--- src/design/lce_pkg.sv ---
// shared types and constants for the linear convolution engine
`timescale 1ns / 1ps

package lce_pkg;

    // width of one convolution output sample
    localparam int ACC_W = 37;

    // width of the request kind field
    localparam int FUNC_W = 2;

    // request kinds
    localparam logic [FUNC_W-1:0] FUNC_TAP  = 2'd0;
    localparam logic [FUNC_W-1:0] FUNC_PUSH = 2'd1;
    localparam logic [FUNC_W-1:0] FUNC_END  = 2'd2;

    // broadcast controls from the sequencer to every cell
    typedef struct packed {
        logic shift;      // move the sample line one cell down
        logic shift_zero; // the sample entering cell 0 is zero
        logic load_tap;   // write a tap into the cell at the tap count
        logic clear;      // zero taps and samples for the next job
    } cell_ctl_t;

endpackage

--- src/design/lce_cell.sv ---
// one convolution cell: a tap, a sample stage, a product and a partial sum stage
`timescale 1ns / 1ps

module lce_cell
    import lce_pkg::*;
#(
    parameter int SAMPLE_BITS = 16
) (
    input  logic                          clk,
    input  logic                          rst_n,
    input  cell_ctl_t                     cell_ctl,
    input  logic                          tap_wr,
    input  logic signed [SAMPLE_BITS-1:0] tap_data,
    input  logic signed [SAMPLE_BITS-1:0] smp_in,
    input  logic signed [ACC_W-1:0]       psum_in,
    output logic signed [SAMPLE_BITS-1:0] smp_out,
    output logic signed [ACC_W-1:0]       psum_out
);

    logic signed [SAMPLE_BITS-1:0]   tap_reg;
    logic signed [SAMPLE_BITS-1:0]   smp_reg;
    logic signed [2*SAMPLE_BITS-1:0] prod_reg;
    logic signed [ACC_W-1:0]         psum_reg;

    // tap and sample stage
    always_ff @(posedge clk or negedge rst_n)
    begin
        if (!rst_n)
        begin
            tap_reg <= '0;
            smp_reg <= '0;
        end
        else if (cell_ctl.clear)
        begin
            tap_reg <= '0;
            smp_reg <= '0;
        end
        else
        begin
            if (tap_wr)
            begin
                tap_reg <= tap_data;
            end
            if (cell_ctl.shift)
            begin
                smp_reg <= smp_in;
            end
        end
    end

    // product, then partial sum handed to the next cell
    always_ff @(posedge clk)
    begin
        prod_reg <= tap_reg * smp_reg;
        psum_reg <= psum_in + ACC_W'(prod_reg);
    end

    assign smp_out  = smp_reg;
    assign psum_out = psum_reg;

endmodule

--- config.mk ---
export PLATFORM = sky130hd
export DESIGN_NAME = lce_cell
export DESIGN_NICKNAME = d
export VERILOG_FILES = /design/src/design/lce_pkg.sv /design/src/design/lce_cell.sv
export SDC_FILE = /design/constraint.sdc
export NUM_CORES = 1
export LEC_CHECK = 0
export BUFFER_PORTS_ARGS = -buffer_cell sky130_fd_sc_hd__buf_2
export CAP_MARGIN = 30
export CORE_AREA = 2 2 242 244
export DETAILED_ROUTE_END_ITERATION = 7
export DIE_AREA = 0 0 244 246
export SYNTH_ARGS = -nofsm -noshare
export SYNTH_HDL_FRONTEND = slang
export SYNTH_SLANG_ARGS = --single-unit
--- constraint.sdc ---
create_clock -name clk -period 11.2 [get_ports clk]
set_input_delay 2.8 -clock clk [delete_from_list [all_inputs] [get_ports clk]]
set_output_delay 2.8 -clock clk [all_outputs]
set_load 0.005 [all_outputs]
# Word level (Yosys, flattened, before mapping)
# Cells that the tools add are included.
# op_classes
add_sub_neg	1
mul	1
n_mux	4
n_reduce_logical	2
# ops
operator	n
$mux W16	4
$add A37 B32 Y37	1
$mul A16 B16 Y32	1
$reduce_bool A2 Y1	2
# totals
ff_bits	101
inputBits	76
out_inout_bits	53
word_cells	12

# Depth between registers and ports, before layout
# logic_depth
word_depth	2
mapped_depth	23
ltp_nobuf	21

# Worst setup path after synthesis
# OpenSTA, ideal clock, no wires.
# synth_path
path_kind	register to register
start	reg smp_reg[1] (netlist: smp_out[1])
end	reg prod_reg[31]
setup_time_ns	0.128
arrival_ns	5.774
required_ns	11.072
path_slack_ns	5.298
path_stages_with_launch	21
n_path_buf	1
synth_period_minus_slack_ns	5.902
cell_sequence	dfrtp_1 -> clkbuf_1 -> nand2_1 -> inv_1 -> fa_1 -> fa_1 -> fa_1 -> fa_1 -> fa_1 -> inv_1 -> fa_1 -> inv_1 -> ha_1 -> and4_1 -> nand2_1 -> nor2_1 -> o21ai_0 -> a31o_2 -> a21oi_1 -> mux2i_1 -> nand4_1
# synth_via
elab_chain_cells	1
# synth_lines
element	line_no	text
start, declared	lce_cell.sv:21	logic signed [SAMPLE_BITS-1:0] smp_reg;
start signal, assigned	lce_cell.sv:46	smp_reg <= smp_in;
$mul A16 B16 Y32	lce_cell.sv:54	prod_reg <= tap_reg * smp_reg;
end signal, assigned	lce_cell.sv:54	
end, declared	lce_cell.sv:22	logic signed [2*SAMPLE_BITS-1:0] prod_reg;
# No other way between the ends.
# A chain may end at the register's enable or synchronous reset.

# Worst setup path in the final report
# Same ends and word-level chain as after synthesis.

==> flow_summary.json <==
{
  "synth_area_um2": 14200,
  "switchingPower_w": 0.000783,
  "core-area_um2": 57400,
  "dp_hpwl_um": 29200,
  "clockPowerShare": 0.179,
  "r2r-end": "prod_reg[31]",
  "power.density_nw_per_um2": 118,
  "rsz0062_at_grt": "false",
  "status": "finished, final reports clean",
  "relSlewSlack": 0.444,
  "grt_pass1_vias": 11200,
  "cp_max_fo": 18,
  "ys_ff_latch": 101,
  "nets": 2052,
  "internal_power_w": 0.00110,
  "finalHoldViolCount": 0,
  "drive_gt1_frac": 0.0969,
  "period_minus_slack_ns": 6.82,
  "cp-end-kind": "register",
  "r2r-start": "smp_out[1]",
  "yosysTopAreaCell": "fa_1",
  "globalplace.congestion": 0.827,
  "fin_crit_sh": 0.609,
  "vias": 10300,
  "final_antenna_net_count": 0,
  "pre_cts_ws_ns": 4.34,
  "yosysWarnings": 0,
  "combPwrFrac": 0.523,
  "cts_setup_buffers": 0,
  "start_kind": "register",
  "power.total_w": 0.00188,
  "synth_edf_count": 0,
  "final_cell_mix": "288 x inv_1, 263 x fa_1, 150 x nand2_1, 126 x and2_1, 126 x buf_2",
  "critPathLaunch": "smp_out[1]",
  "ys.flop_type": "dfxtp_1",
  "grt_use_total": 0.125,
  "synthTopCellsByArea": "fa_1 37%, ha_1 10%, dfxtp_1 9.7%",
  "cts_hold_buf": 0,
  "drv_cap": 0,
  "post_drt_via_cell_ratio": 4.35,
  "syn_area_per_cell_um2": 9.49,
  "rows": 88,
  "rr_worst_depth": 19,
  "htree_levels": 3,
  "portBuffers": 126,
  "ys_seq_area_frac": 0.153,
  "worstPathArrival_ns": 7.07,
  "cts.root.buffer_cell": "clkbuf_16",
  "netlist_instances": 1501,
  "cts_made_buffers": 9,
  "routedWlPerCell_um": 15.2,
  "synth_fp_nets": 1958,
  "synthDistinctLibCells": 56,
  "dieWidth_um": 244,
  "setup_tns_ns": 0,
  "critical_path_required_ns": 11.46,
  "r2r_slack_ns": 4.38,
  "drv_slew": 0,
  "chipHeight_um": 246,
  "cts_tree": "built",
  "drc": 0,
  "antenna_found_initial": 0,
  "setup_violations": 0,
  "cts_buffer_depth": 2,
  "switching_share": 0.416,
  "hp-class": "reg -> reg",
  "crit_type": "reg -> reg",
  "worst_pin_slew_ns": 0.833,
  "path_clk_slew_ns": 0.07,
  "irDropWorstVdd_v": 0.0000817,
  "start_util": 0.248,
  "setup_slack_ns": 4.38,
  "grt_pass1_wl_um": 58500,
  "dieArea_um2": 60000,
  "largest_reg_flops": 37,
  "clkLatencyLatePin_ns": 0.39,
  "clkSinkCount": 101,
  "fmax_mhz": 147,
  "leakage_nw": 8.14,
  "critPathCapture": "prod_reg[31]",
  "syn_to_final_growth_pct": 12.1,
  "pwr-share-seq": 0.298,
  "grt_max_degree": 33,
  "antenna_cells": 0,
  "finalClockSkew_ns": 0.0124,
  "final_common_cell": "inv_1",
  "io-pin-count": 129,
  "drtPass1Iterations": 6,
  "async_flop_share": 0.317,
  "cts_resized": 0,
  "wl_um": 35900,
  "yosysTopAreaCellShare": 0.370,
  "drtIter0Drc": 433,
  "overflow": 0
}
[worst min path at each step]
| stage | startpoint | end | slack, ns | cells after the start |
|---|---|---|---|---|
| floorplan | prod_reg[0] | psum_out[0] | 0.42 | 1 |
| global placement | prod_reg[0] | psum_out[0] | 0.49 | 1 |
| detailed placement | prod_reg[0] | psum_out[0] | 0.49 | 1 |
| CTS | prod_reg[0] | psum_out[0] | 0.51 | 1 |
| global route | prod_reg[0] | psum_out[0] | 0.51 | 1 |
| finish | prod_reg[0] | psum_out[0] | 0.51 | 1 |
[layer usage]
metal	wire length, um	part of all wire	GRT usage	vias to the layer above
li1	-	-	-	4823
met1	16000	0.44	0.157	5176
met2	17600	0.49	0.219	236
met3	1330	0.037	0.0136	48
met4	927	0.026	0.0500	0
met5	0	0	0	-
[cell type report]
class / count / area (um2)
fill: 6052 / 41400
multi-input combinational: 1069 / 10800
sequential: 101 / 2180
inverter: 288 / 1080
tap: 765 / 957
timing repair buffer: 126 / 631
clock buffer: 12 / 246
clock inverter: 4 / 56.3
[Yosys cell counts (all sizes together), types with 2 or more instances]
library cell,number
xnor2,43
a31o,2
and4,3
ha,118
dfxtp,69
and3,7
nor3b,2
nor4,4
nor3,9
and2,126
nand2,150
a21oi,49
nor2b,3
nand4,5
dfrtp,32
o31ai,2
o21bai,2
a31oi,2
a21o,24
a221oi,2
fa,263
o21ai,47
or3,4
a2111oi,3
a211oi,14
clkbuf,43
xor2,23
o31a,2
nor2,79
o21a,8
o211ai,4
nand3,8
nand2b,14
inv,288
mux2i,33
or2,2
[power by group through the flow]
stage | registers [W] | logic [W] | clock network, W
2_1_floorplan | 0.000529 | 0.000719 | 0
3_3_place_gp | 0.000571 | 0.000972 | 0
3_5_place_dp | 0.000573 | 0.000995 | 0
4_1_cts | 0.000565 | 0.000999 | 0.000356
5_1_grt | 0.000575 | 0.00112 | 0.000366
6_report | 0.000561 | 0.000982 | 0.000336
[worst max-delay path, cell delays in order (launching register included)]
cell     delay (ns)
dfrtp_1        0.84
nand2_1        0.20
inv_1          0.17
fa_1           0.55
fa_1           0.84
fa_1           0.51
fa_1           0.50
fa_1           0.49
inv_1          0.05
fa_1           0.48
inv_1          0.05
ha_1           0.36
and4_1         0.24
nand2_1        0.10
nor2_1         0.17
o21ai_0        0.22
a31o_2         0.33
a21oi_1        0.25
mux2i_1        0.22
nand4_1        0.09
[per-stage QoR]
stage | cell area, um2 | hold slack (ns) | util | instances
after floorplan | 14200 | 0.420 | - | 1501
after global placement | 15700 | 0.490 | 0.273 | 2349
after detailed placement | 15700 | 0.490 | 0.273 | 2349
after global routing | 16000 | 0.513 | 0.279 | 2365
after CTS | 16000 | 0.512 | 0.279 | 2365
final | 16000 | 0.508 | 0.279 | 2365
[kinds of logic after synthesis]
family,Yosys count,share of synthesized area
simple gates,419,0.144
buf+inv,331,0.0872
compound gates,170,0.0787
flops,101,0.153
mux,33,0.0232
xor+xnor,66,0.0406
fa+ha+maj,381,0.473
(Power assumes the default switching activity.)
