$ cat src/design/lce_pkg.sv
// shared types and constants for the linear convolution engine
`timescale 1ns / 1ps

package lce_pkg;

    // width of one convolution output sample
    localparam int ACC_W = 37;

    // width of the request kind field
    localparam int FUNC_W = 2;

    // request kinds
    localparam logic [FUNC_W-1:0] FUNC_TAP  = 2'd0;
    localparam logic [FUNC_W-1:0] FUNC_PUSH = 2'd1;
    localparam logic [FUNC_W-1:0] FUNC_END  = 2'd2;

    // broadcast controls from the sequencer to every cell
    typedef struct packed {
        logic shift;      // move the sample line one cell down
        logic shift_zero; // the sample entering cell 0 is zero
        logic load_tap;   // write a tap into the cell at the tap count
        logic clear;      // zero taps and samples for the next job
    } cell_ctl_t;

endpackage

$ cat src/design/lce_ctrl.sv
// request sequencer: tap count, drop flag, tail flush and output register
`timescale 1ns / 1ps

module lce_ctrl
    import lce_pkg::*;
#(
    parameter int MAX_TAPS = 32,
    parameter int CNT_W    = 6
) (
    input  logic                    clk,
    input  logic                    rst_n,
    input  logic                    in_valid,
    output logic                    in_ready,
    input  logic [FUNC_W-1:0]       in_func,
    input  logic signed [ACC_W-1:0] sum,
    output logic                    out_valid,
    input  logic                    out_ready,
    output logic signed [ACC_W-1:0] out_value,
    output logic                    out_last,
    output logic                    out_empty,
    output logic                    out_dropped,
    output cell_ctl_t               cell_ctl,
    output logic [CNT_W-1:0]        tap_count
);

    // the partial sum has left the last cell after a shift once the wait count reaches WAIT_LAST
    localparam int WAIT_W = $clog2(MAX_TAPS + 2);
    localparam logic [WAIT_W-1:0] WAIT_LAST = WAIT_W'(MAX_TAPS + 1);
    localparam logic [CNT_W-1:0]  CNT_MAX   = CNT_W'(MAX_TAPS);
    localparam logic [CNT_W-1:0]  CNT_ONE   = CNT_W'(1);

    typedef enum logic [2:0] {
        ST_IDLE   = 3'b001,
        ST_SETTLE = 3'b010,
        ST_SEND   = 3'b100
    } state_t;

    state_t                  state_reg, state_next;
    logic [WAIT_W-1:0]       wait_reg, wait_next;
    logic [CNT_W-1:0]        tail_reg, tail_next;
    logic [CNT_W-1:0]        count_reg, count_next;
    logic                    drop_reg, drop_next;
    logic                    flush_reg, flush_next;
    logic signed [ACC_W-1:0] value_reg, value_next;
    logic                    last_reg, last_next;
    logic                    empty_reg, empty_next;
    logic                    dropped_reg, dropped_next;
    logic                    in_fire;
    logic                    out_fire;

    assign in_ready = (state_reg == ST_IDLE);
    assign in_fire  = in_valid && in_ready;
    assign out_fire = out_valid && out_ready;

    // sequencer next state
    always_comb
    begin
        state_next   = state_reg;
        wait_next    = wait_reg;
        tail_next    = tail_reg;
        count_next   = count_reg;
        drop_next    = drop_reg;
        flush_next   = flush_reg;
        value_next   = value_reg;
        last_next    = last_reg;
        empty_next   = empty_reg;
        dropped_next = dropped_reg;
        cell_ctl     = '0;

        unique case (state_reg)
            ST_IDLE:
            begin
                if (in_fire)
                begin
                    unique case (in_func)
                        FUNC_TAP:
                        begin
                            if (count_reg < CNT_MAX)
                            begin
                                cell_ctl.load_tap = 1'b1;
                                count_next        = count_reg + CNT_ONE;
                            end
                            else
                            begin
                                drop_next = 1'b1;
                            end
                        end
                        FUNC_PUSH:
                        begin
                            cell_ctl.shift = 1'b1;
                            wait_next      = '0;
                            flush_next     = 1'b0;
                            state_next     = ST_SETTLE;
                        end
                        FUNC_END:
                        begin
                            if (count_reg <= CNT_ONE)
                            begin
                                // no tail: a single empty result, then clear
                                value_next   = '0;
                                last_next    = 1'b1;
                                empty_next   = 1'b1;
                                dropped_next = drop_reg;
                                flush_next   = 1'b0;
                                state_next   = ST_SEND;
                            end
                            else
                            begin
                                cell_ctl.shift      = 1'b1;
                                cell_ctl.shift_zero = 1'b1;
                                tail_next           = count_reg - CNT_ONE;
                                wait_next           = '0;
                                flush_next          = 1'b1;
                                state_next          = ST_SETTLE;
                            end
                        end
                        default:
                        begin
                            // unknown kind is dropped without effect
                        end
                    endcase
                end
            end
            ST_SETTLE:
            begin
                wait_next = wait_reg + WAIT_W'(1);
                if (wait_reg == WAIT_LAST)
                begin
                    value_next   = sum;
                    last_next    = flush_reg && (tail_reg == CNT_ONE);
                    empty_next   = 1'b0;
                    dropped_next = drop_reg;
                    state_next   = ST_SEND;
                end
            end
            ST_SEND:
            begin
                if (out_fire)
                begin
                    if (last_reg)
                    begin
                        // end of job: clear taps, samples, count and flag
                        cell_ctl.clear = 1'b1;
                        count_next     = '0;
                        drop_next      = 1'b0;
                        flush_next     = 1'b0;
                        state_next     = ST_IDLE;
                    end
                    else if (flush_reg)
                    begin
                        cell_ctl.shift      = 1'b1;
                        cell_ctl.shift_zero = 1'b1;
                        tail_next           = tail_reg - CNT_ONE;
                        wait_next           = '0;
                        state_next          = ST_SETTLE;
                    end
                    else
                    begin
                        state_next = ST_IDLE;
                    end
                end
            end
            default:
            begin
                state_next = ST_IDLE;
            end
        endcase
    end

    // control registers
    always_ff @(posedge clk or negedge rst_n)
    begin
        if (!rst_n)
        begin
            state_reg <= ST_IDLE;
            wait_reg  <= '0;
            tail_reg  <= '0;
            count_reg <= '0;
            drop_reg  <= 1'b0;
            flush_reg <= 1'b0;
        end
        else
        begin
            state_reg <= state_next;
            wait_reg  <= wait_next;
            tail_reg  <= tail_next;
            count_reg <= count_next;
            drop_reg  <= drop_next;
            flush_reg <= flush_next;
        end
    end

    // output payload
    always_ff @(posedge clk)
    begin
        value_reg   <= value_next;
        last_reg    <= last_next;
        empty_reg   <= empty_next;
        dropped_reg <= dropped_next;
    end

    assign out_valid   = (state_reg == ST_SEND);
    assign out_value   = value_reg;
    assign out_last    = last_reg;
    assign out_empty   = empty_reg;
    assign out_dropped = dropped_reg;
    assign tap_count   = count_reg;

    // checks
    a_count_bound: assert property (@(posedge clk) disable iff (!rst_n)
        count_reg <= CNT_MAX)
        else $error("tap count beyond capacity");

    a_ready_excl: assert property (@(posedge clk) disable iff (!rst_n)
        in_ready |-> !out_valid)
        else $error("request taken while a result is pending");

    a_clear_job: assert property (@(posedge clk) disable iff (!rst_n)
        cell_ctl.clear |=> (count_reg == '0) && !drop_reg)
        else $error("job state not cleared after end");

    a_empty_last: assert property (@(posedge clk) disable iff (!rst_n)
        (out_valid && out_empty) |-> (out_last && (out_value == '0)))
        else $error("empty result without last or with nonzero value");

    a_flush_tail: assert property (@(posedge clk) disable iff (!rst_n)
        (state_reg == ST_SETTLE && flush_reg) |-> (tail_reg != '0))
        else $error("tail flush running with no tail left");

endmodule

$ cat config.mk
export PLATFORM = sky130hd
export DESIGN_NAME = lce_ctrl
export DESIGN_NICKNAME = d
export VERILOG_FILES = /design/src/design/lce_pkg.sv /design/src/design/lce_ctrl.sv
export SDC_FILE = /design/constraint.sdc
export NUM_CORES = 1
export LEC_CHECK = 0
export ABC_AREA = 1
export BUFFER_PORTS_ARGS = -buffer_cell sky130_fd_sc_hd__buf_2
export CELL_PAD_IN_SITES_DETAIL_PLACEMENT = 1
export CELL_PAD_IN_SITES_GLOBAL_PLACEMENT = 1
export CORE_ASPECT_RATIO = 0.9
export CORE_MARGIN = 4
export CORE_UTILIZATION = 40
export CTS_BUF_LIST = sky130_fd_sc_hd__clkbuf_8
export DETAILED_ROUTE_END_ITERATION = 10
export PLACE_DENSITY_LB_ADDON = 0.1
export SYNTH_ARGS = -nofsm -noshare
export SYNTH_HDL_FRONTEND = slang
export SYNTH_SLANG_ARGS = --single-unit
$ cat constraint.sdc
create_clock -name clk -period 3.75 [get_ports clk]
set_input_delay 0.75 -clock clk [delete_from_list [all_inputs] [get_ports clk]]
set_output_delay 0.75 -clock clk [all_outputs]
set_load 0.005 [all_outputs]
# Word level (Yosys, flattened, before mapping)
# Cells that the tools add are included.
# W data, S select, Z words.
# word_totals
ff_bits	63
word_cells	120
output_inout_bits	52
# op_classes
magnitude_cmp	2
n_eq_ne	21
reduce_logical	14
muxes	69
addsub	4
# op_table
operator	n
$mux W37	4
$mux W6	16
$pmux W37 S2	1
$pmux W6 S2	3
$mux W1	23
$mux W3	6
$pmux W6 S3	1
$ne A2 B1 Y1 const B	8
$pmux W1 S2	7
$reduce_and A7 Y1	2
$add A6 B1 Y6 const B	2
$reduce_and A6 Y1	2
$sub A6 B1 Y6 const B	2
$mux W2	5
$reduce_and A5 Y1	2
$pmux W3 S3	1
$ne A2 B2 Y1 const B	4
$eq A6 B1 Y1 const B	1
$eq A6 B6 Y1 const B	1
$le A6 B1 Y1 const B	1
$lt A6 B6 Y1 const B	1
$pmux W3 S2	1
$pmux W2 S2	1
$reduce_and A4 Y1	1
11 further kinds	14

# Depth between registers and ports, before layout
# Gate-level depths: netlist of run 1.
# logic_depth
ltp_word	5
ltp_mapped	10
mapped_depth_nobuf	10

# Worst setup path before layout of run 1
# Ideal clock, no wire load.
# synth_path
kind	input to register
start	input in_func[0]
end	register dropped_reg (netlist: out_dropped), enable pin
required_ns	3.313
arrival_time_ns	3.031
setup_ns	0.437
slack_ns	0.282
stages	6
path_cell_list	inv_1 ha_1 nor3_2 nor2_4 nand2_1 nor2_1
# synth_via
elab_chain_len	3
# synth_lines
item	line	source
start, declared	lce_ctrl.sv:14	input logic [FUNC_W-1:0] in_func,
$eq A2 B2 Y1	lce_ctrl.sv:75	unique case (in_func)
$ne A2 B1 Y1 (no source line)	-	
$reduce_and A5 Y1 (no source line)	-	
end signal, assigned	lce_ctrl.sv:199	dropped_reg <= dropped_next;
end, declared	lce_ctrl.sv:47	logic dropped_reg, dropped_next;
# No other way between the ends.
# A chain may end at the register's enable or synchronous reset.

==> flow_metrics.env, run 1 <==
export IMPL_holdWs_ns=0.401
export IMPL_multi_input_area_um2=1180
export IMPL_busiest_layer="met2"
export IMPL_antenna_found_initial=0
export IMPL_synth_top_area_share_pct=36.7
export IMPL_cts_root_buffer_cell="clkbuf_8"
export IMPL_htree_levels=3
export IMPL_dp_hpwl_um=6190
export IMPL_synthCells=362
export IMPL_min_period_ns=2.78
export IMPL_synth_top_cells_by_count="nand2_1, inv_1, nor2_1"
export IMPL_synth_edf_count=40
export IMPL_cp_num_buf_inv=2
export IMPL_layout_drive_gt1_share_pct=30.0
export IMPL_post_cts_setup_buffers=0
export IMPL_ff_latch_area_um2=1780
export IMPL_fill_cells=962
export IMPL_gr_usage_met3_pct=4.75
export IMPL_hold_violations=0
export IMPL_rr_worst_depth=7
export IMPL_wirelength_um=8200
export IMPL_clk_latency_ns=0.34
export IMPL_path_max_fanout=12
export IMPL_first_pass_iters=4
export IMPL_vias_per_cell=4.70
export IMPL_routedWlPerCell_um=14.5
export IMPL_slowest_stage="dfrtp_1"
export IMPL_critical_path_top_delay_family="simple AND/OR/NAND/NOR gates"
export IMPL_finalInstanceArea_um2=4060
export IMPL_grt_pass1_wl_um=12900
export IMPL_grt_max_degree=43
export IMPL_hold_class="in2async"
export IMPL_drt_iter0_drc=64
export IMPL_synth_warnings=0
export IMPL_worstMarginPinSlew_ns=0.579
export IMPL_drc=0
export IMPL_rsz0062_at_grt="false"
export IMPL_drtAntennaViolNets=0
export IMPL_cp_start_kind="register"
export IMPL_power_density_nw_per_um2=746
export IMPL_path_cells="inv_1 -> ha_1 -> nor2_1 -> nor2_1 -> nand2_1 -> nand3_1 -> nand2_2 -> buf_2"
export IMPL_initial_core_util_pct=40.9
export IMPL_hold_buffers=0
export IMPL_use_met1_pct=21.4
export IMPL_die_area_um2=9690
export IMPL_place_area_um2=3840
export IMPL_finalSetupViolCount=0
export IMPL_final_max_slew_viol_count=0
export IMPL_num_antenna_cells=0
export IMPL_die_w_um=103
export IMPL_clock_sinks=63
export IMPL_tritoncts="built"
export IMPL_synth_most_common_cell="nand2_1"
export IMPL_use_met2_pct=30.6
export IMPL_fin_worst_skew_ns=0.0121
export IMPL_pin_count=95
export IMPL_endpoint_kind="output port"
export IMPL_worstSetupStartpoint="tap_count[0]"
export IMPL_row_count=31
export IMPL_synthTopCellsByArea="edfxtp_1, dfrtp_1, nand2_1, inv_1, nor2_1"
export IMPL_ys_ff_latch=63
export IMPL_ctsResizeCount=0
export IMPL_cts_buffers=9
export IMPL_area_growth_pct=24.1
export IMPL_numPortBuffers=94
export IMPL_yosysUniqueCellTypes=36
export IMPL_finalCritPeriodShare_pct=74.1
export IMPL_regToRegSetupSlack_ns=1.54
export IMPL_clkTransAtPathRegs_ns=0.07
export IMPL_synth_top_area_cell="edfxtp_1"
export IMPL_largest_register_ffs=37
export IMPL_cpMostUsedCell="nor2_1"
export IMPL_crit_type="reg2out"
export IMPL_yosysSeqAreaShare_pct=54.3
export IMPL_reg2reg_from="wait_reg[1]"
export IMPL_ys_flop_type="edfxtp_1"
export IMPL_final_setup_tns_ns=0
export IMPL_slowest_delay_ns=0.47
export IMPL_status="finished, final reports clean"
export IMPL_syn_avg_cell_area_um2=9.04
export IMPL_via_count=2656
export IMPL_leakage_nw=2.14
export IMPL_drv_cap=0
export IMPL_timing_fmax_ghz=0.360
export IMPL_final_nets=514
export IMPL_slew_headroom_pct=61.4
export IMPL_gr_total_overflow=0
export IMPL_gp_congestion=0.844
export IMPL_reg2reg_to="out_value[36]"
export IMPL_syn_area_um2=3270
export IMPL_grt_pass1_vias=2663
export IMPL_required_ns=3.00
export IMPL_ys_async_sr_fraction_pct=36.5
export IMPL_grt_usage_pct=17.6
export IMPL_core_region_area_um2=7990
export IMPL_fp_dieH_um=93.8
export IMPL_cts_buffer_depth=2
export IMPL_syn_num_nets=415
export IMPL_ir_drop_mv=0.330
export IMPL_worstPathArrival_ns=2.03
worst max-delay path by stage:
stage | to | depth (start not counted)
after CTS | cell_ctl[2] | 8
final | cell_ctl[2] | 8
after global placement | out_value[20] | 8
after floorplan | out_dropped | 6
after detailed placement | out_value[8] | 8
after global routing | cell_ctl[2] | 8
power by group:
part | internal [mW] | leakage (nW) | switching, mW
sequential | 1.04 | 0.668 | 0.162
clock | 0.385 | 0.116 | 0.259
combinational | 0.418 | 1.35 | 0.759
logic make-up after synthesis:
family                   share of synthesized area, %
AND/OR/NAND/NOR                                  26.8
buffers and inverters                            9.90
adder cells (fa/ha/maj)                          3.82
XOR/XNOR                                         1.61
AO/OA/AOI/OAI                                    3.52
flip-flops                                       54.3
layout by cell type (no fill, tap or decap), types with 3 or more instances in the layout:
cell	n
nor2_1	58
o21ai_2	3
o21ai_0	4
buf_2	94
nand3_1	19
o21ai_1	3
inv_1	70
inv_2	3
nand3_2	3
nand2_1	76
or2_2	4
nand4_1	6
edfxtp_1	40
xor2_1	6
ha_1	10
nand2_4	5
a21oi_1	5
dfrtp_1	22
clkbuf_8	10
stage by stage:
step | power [mW] | utilization [%] | setup slack [ns] | std cells
floorplan | 1.99 | - | 0.282 | 362
global placement | 2.38 | 48.1 | 1.26 | 549
detailed placement | 2.42 | 48.1 | 1.20 | 549
CTS | 3.08 | 50.8 | 0.930 | 565
global route | 3.27 | 50.8 | 0.728 | 565
finish | 3.03 | 50.8 | 0.973 | 565
metal layers:
| metal | share of wire (%) | wire (µm) | vias to the layer above |
|---|---|---|---|
| li1 | - | - | 1324 |
| met1 | 43 | 3500 | 1252 |
| met2 | 50 | 4100 | 71 |
| met3 | 6.3 | 514 | 9 |
| met4 | 1.0 | 85 | 0 |
| met5 | 0 | 0 | - |
final cells by class:
cell class	instances	area share, %
clock inverter	6	1.94
multi-input combinational	219	29.0
inverter	72	6.84
sequential	63	43.8
timing repair buffer	96	12.0
clock buffer	10	3.39
tap	99	3.05
worst reg2reg max path, cell delays in order (launching register included):
cell     delay (ns)
dfrtp_1        0.41
inv_1          0.07
ha_1           0.14
nand3_1        0.07
o21ai_0        0.35
nand2_1        0.19
nor2_4         0.14
buf_4          0.44
(Power assumes the default switching activity.)
==> run 2: changes to the inputs <==
--- a/config.mk
+++ b/config.mk
@@ -11,7 +11,7 @@
 export CELL_PAD_IN_SITES_GLOBAL_PLACEMENT = 1
 export CORE_ASPECT_RATIO = 0.9
 export CORE_MARGIN = 4
-export CORE_UTILIZATION = 40
+export CORE_UTILIZATION = 36
 export CTS_BUF_LIST = sky130_fd_sc_hd__clkbuf_8
 export DETAILED_ROUTE_END_ITERATION = 10
 export PLACE_DENSITY_LB_ADDON = 0.1
==> constraint.sdc (replaced) <==
create_clock -name clk -period 2.4 [get_ports clk]
set_input_delay 0.48 -clock clk [delete_from_list [all_inputs] [get_ports clk]]
set_output_delay 0.48 -clock clk [all_outputs]
set_load 0.005 [all_outputs]
==> run 2 against run 1 <==
Compared with the run above:
- combinational power grew 58%
- cell count up 4.2%
- global-route usage down 1.7 points
- count of clock-buffer cells in the layout decreased by 1
- first-iteration DRC count down 45%
- wire length down 0.32%
- non-clock buffer count is 4 higher
- worst setup slack got worse by 0.85 ns
- total power increased by 51%
- sequential power up 55%
- register-to-register slack got worse by 1.1 ns
- critical endpoint is now cell_ctl[3]
==> flow_metrics.env, run 2 (synthesized netlist as in run 1, its figures left out) <==
export IMPL_core_region_area_um2=8730
export IMPL_timing_fmax_ghz=0.440
export IMPL_via_count=2660
export IMPL_seq_power_share_pct=41.3
export IMPL_tritoncts="built"
export IMPL_first_pass_iters=4
export IMPL_hold_class="in2async"
export IMPL_htree_levels=3
export IMPL_grt_max_degree=43
export IMPL_worstPathArrival_ns=1.79
export IMPL_clk_latency_ns=0.34
export IMPL_largest_register_ffs=37
export IMPL_cts_root_buffer_cell="clkbuf_8"
export IMPL_layout_drive_gt1_share_pct=31.5
export IMPL_cp_num_buf_inv=2
export IMPL_clockPowerShare_pct=17.7
export IMPL_power_density_nw_per_um2=1120
export IMPL_final_max_slew_viol_count=0
export IMPL_clock_sinks=63
export IMPL_finalCritPeriodShare_pct=94.7
export IMPL_final_util_pct=46.8
export IMPL_grt_pass1_wl_um=13200
export IMPL_fin_worst_skew_ns=0.0113
export IMPL_critical_path_top_delay_family="flip-flops"
export IMPL_gp_congestion=0.817
export IMPL_p_int_mw=2.70
export IMPL_hold_violations=0
export IMPL_cts_buffers=9
export IMPL_cp_start_kind="register"
export IMPL_leakage_nw=2.13
export IMPL_crit_type="reg2out"
export IMPL_slowest_delay_ns=0.42
export IMPL_min_period_ns=2.27
export IMPL_place_area_um2=3900
export IMPL_slowest_stage="dfrtp_2"
export IMPL_drt_iter0_drc=35
export IMPL_status="finished, final reports clean"
export IMPL_initial_core_util_pct=37.5
export IMPL_num_antenna_cells=0
export IMPL_slew_headroom_pct=61.8
export IMPL_vias_per_cell=4.52
export IMPL_numPortBuffers=94
export IMPL_required_ns=1.92
export IMPL_fp_dieH_um=98.4
export IMPL_worstMarginPinSlew_ns=0.573
export IMPL_antenna_found_initial=0
export IMPL_path_cells="inv_1 -> ha_1 -> nor2_1 -> nor2_1 -> nand2_1 -> a21oi_1 -> o21ai_0 -> buf_2"
export IMPL_dp_hpwl_um=6270
export IMPL_switchingPower_mw=1.87
export IMPL_final_common_cell="buf_2"
export IMPL_cpMostUsedCell="nor2_1"
export IMPL_path_max_fanout=6
export IMPL_p_comb_share_pct=41.0
export IMPL_endpoint_kind="output port"
export IMPL_finalSetupViolCount=0
export IMPL_cts_buffer_depth=2
export IMPL_row_count=32
export IMPL_drtAntennaViolNets=0
export IMPL_area_growth_pct=24.8
export IMPL_clkTransAtPathRegs_ns=0.08
export IMPL_drv_cap=0
export IMPL_final_nets=518
export IMPL_gr_total_overflow=0
export IMPL_grt_pass1_vias=2746
export IMPL_wirelength_um=8170
export IMPL_drc=0
export IMPL_die_area_um2=10700
export IMPL_routedWlPerCell_um=13.9
export IMPL_pin_count=95
export IMPL_swShare_pct=40.9
export IMPL_finalInstanceArea_um2=4080
export IMPL_final_cell_mix="buf_2, nand2_1, inv_1"
export IMPL_die_w_um=108
export IMPL_ir_drop_mv=0.386
export IMPL_grt_usage_pct=15.9
==> run 2: cell types whose count changed in the layout (fill, tap and decap cells not counted), moves of 2 or more <==
cell       previous run  this run
buf_4                 2         5
bufinv_16             2         0
clkinv_2              0         3
inv_1                70        67
==> run 2: layout make-up <==
| type | instances | area, µm² |
|---|---|---|
| Clock buffer | 9 | 124 |
| Tap cell | 119 | 149 |
| Clock inverter | 7 | 47.5 |
| Multi-Input combinational cell | 219 | 1180 |
| Inverter | 72 | 278 |
| Fill cell | 1108 | 4650 |
| Timing Repair Buffer | 100 | 528 |
| Sequential cell | 63 | 1780 |
==> run 2: path summary, 6_finish.rpt <==
| check | depth (start not counted) | from | to | slack, ns |
|---|---|---|---|---|
| max in group asynchronous | 1 | rst_n | tap_count[0] | 1.86 |
| min in group clk | 3 | sum[22] | out_value[22] | 0.43 |
| worst max-delay path | 8 | tap_count[0] | cell_ctl[3] | 0.13 |
| worst min-delay path | 1 | rst_n | wait_reg[3] | 0.13 |
| worst min register to register | 0 | drop_reg | out_dropped | 0.45 |
| worst max register to register | 7 | tap_count[0] | out_last | 0.46 |
==> run 2: layer usage <==
metal | GRT usage [%] | share of wire (%) | vias to the layer above
met5 | 0 | 0 | -
li1 | - | - | 1338
met2 | 28.6 | 52 | 50
met4 | 4.37 | 0.97 | 0
met3 | 3.54 | 4.0 | 8
met1 | 19.0 | 43 | 1264
==> run 2: repair_timing <==
action / CTS / global route
resized for setup: 0 / 1
setup endpoints to repair: 0 / 2
buffers inserted: 0 / 1
hold buffers: 0 / 0
==> run 2: metrics by stage <==
stage | power (mW) | setup WS (ns) | std cells | hold WS [ns] | setup TNS (ns)
after floorplan | 3.11 | 0.264 | 362 | 0.184 | 0
after global placement | 3.74 | 0.402 | 572 | 0.435 | 0
after detailed placement | 3.81 | 0.375 | 572 | 0.436 | 0
after CTS | 4.64 | 0.0220 | 588 | 0.127 | 0
after global routing | 4.96 | -0.00721 | 589 | 0.160 | -0.00721
final | 4.56 | 0.127 | 589 | 0.129 | 0
==> run 2: power by group through the flow <==
stage,sequential [mW],combinational (mW),clock (mW)
after floorplan,1.87,1.24,0
after CTS,1.89,1.91,0.841
final,1.88,1.87,0.810
after global placement,1.89,1.86,0
after detailed placement,1.91,1.90,0
after global routing,1.93,2.14,0.889
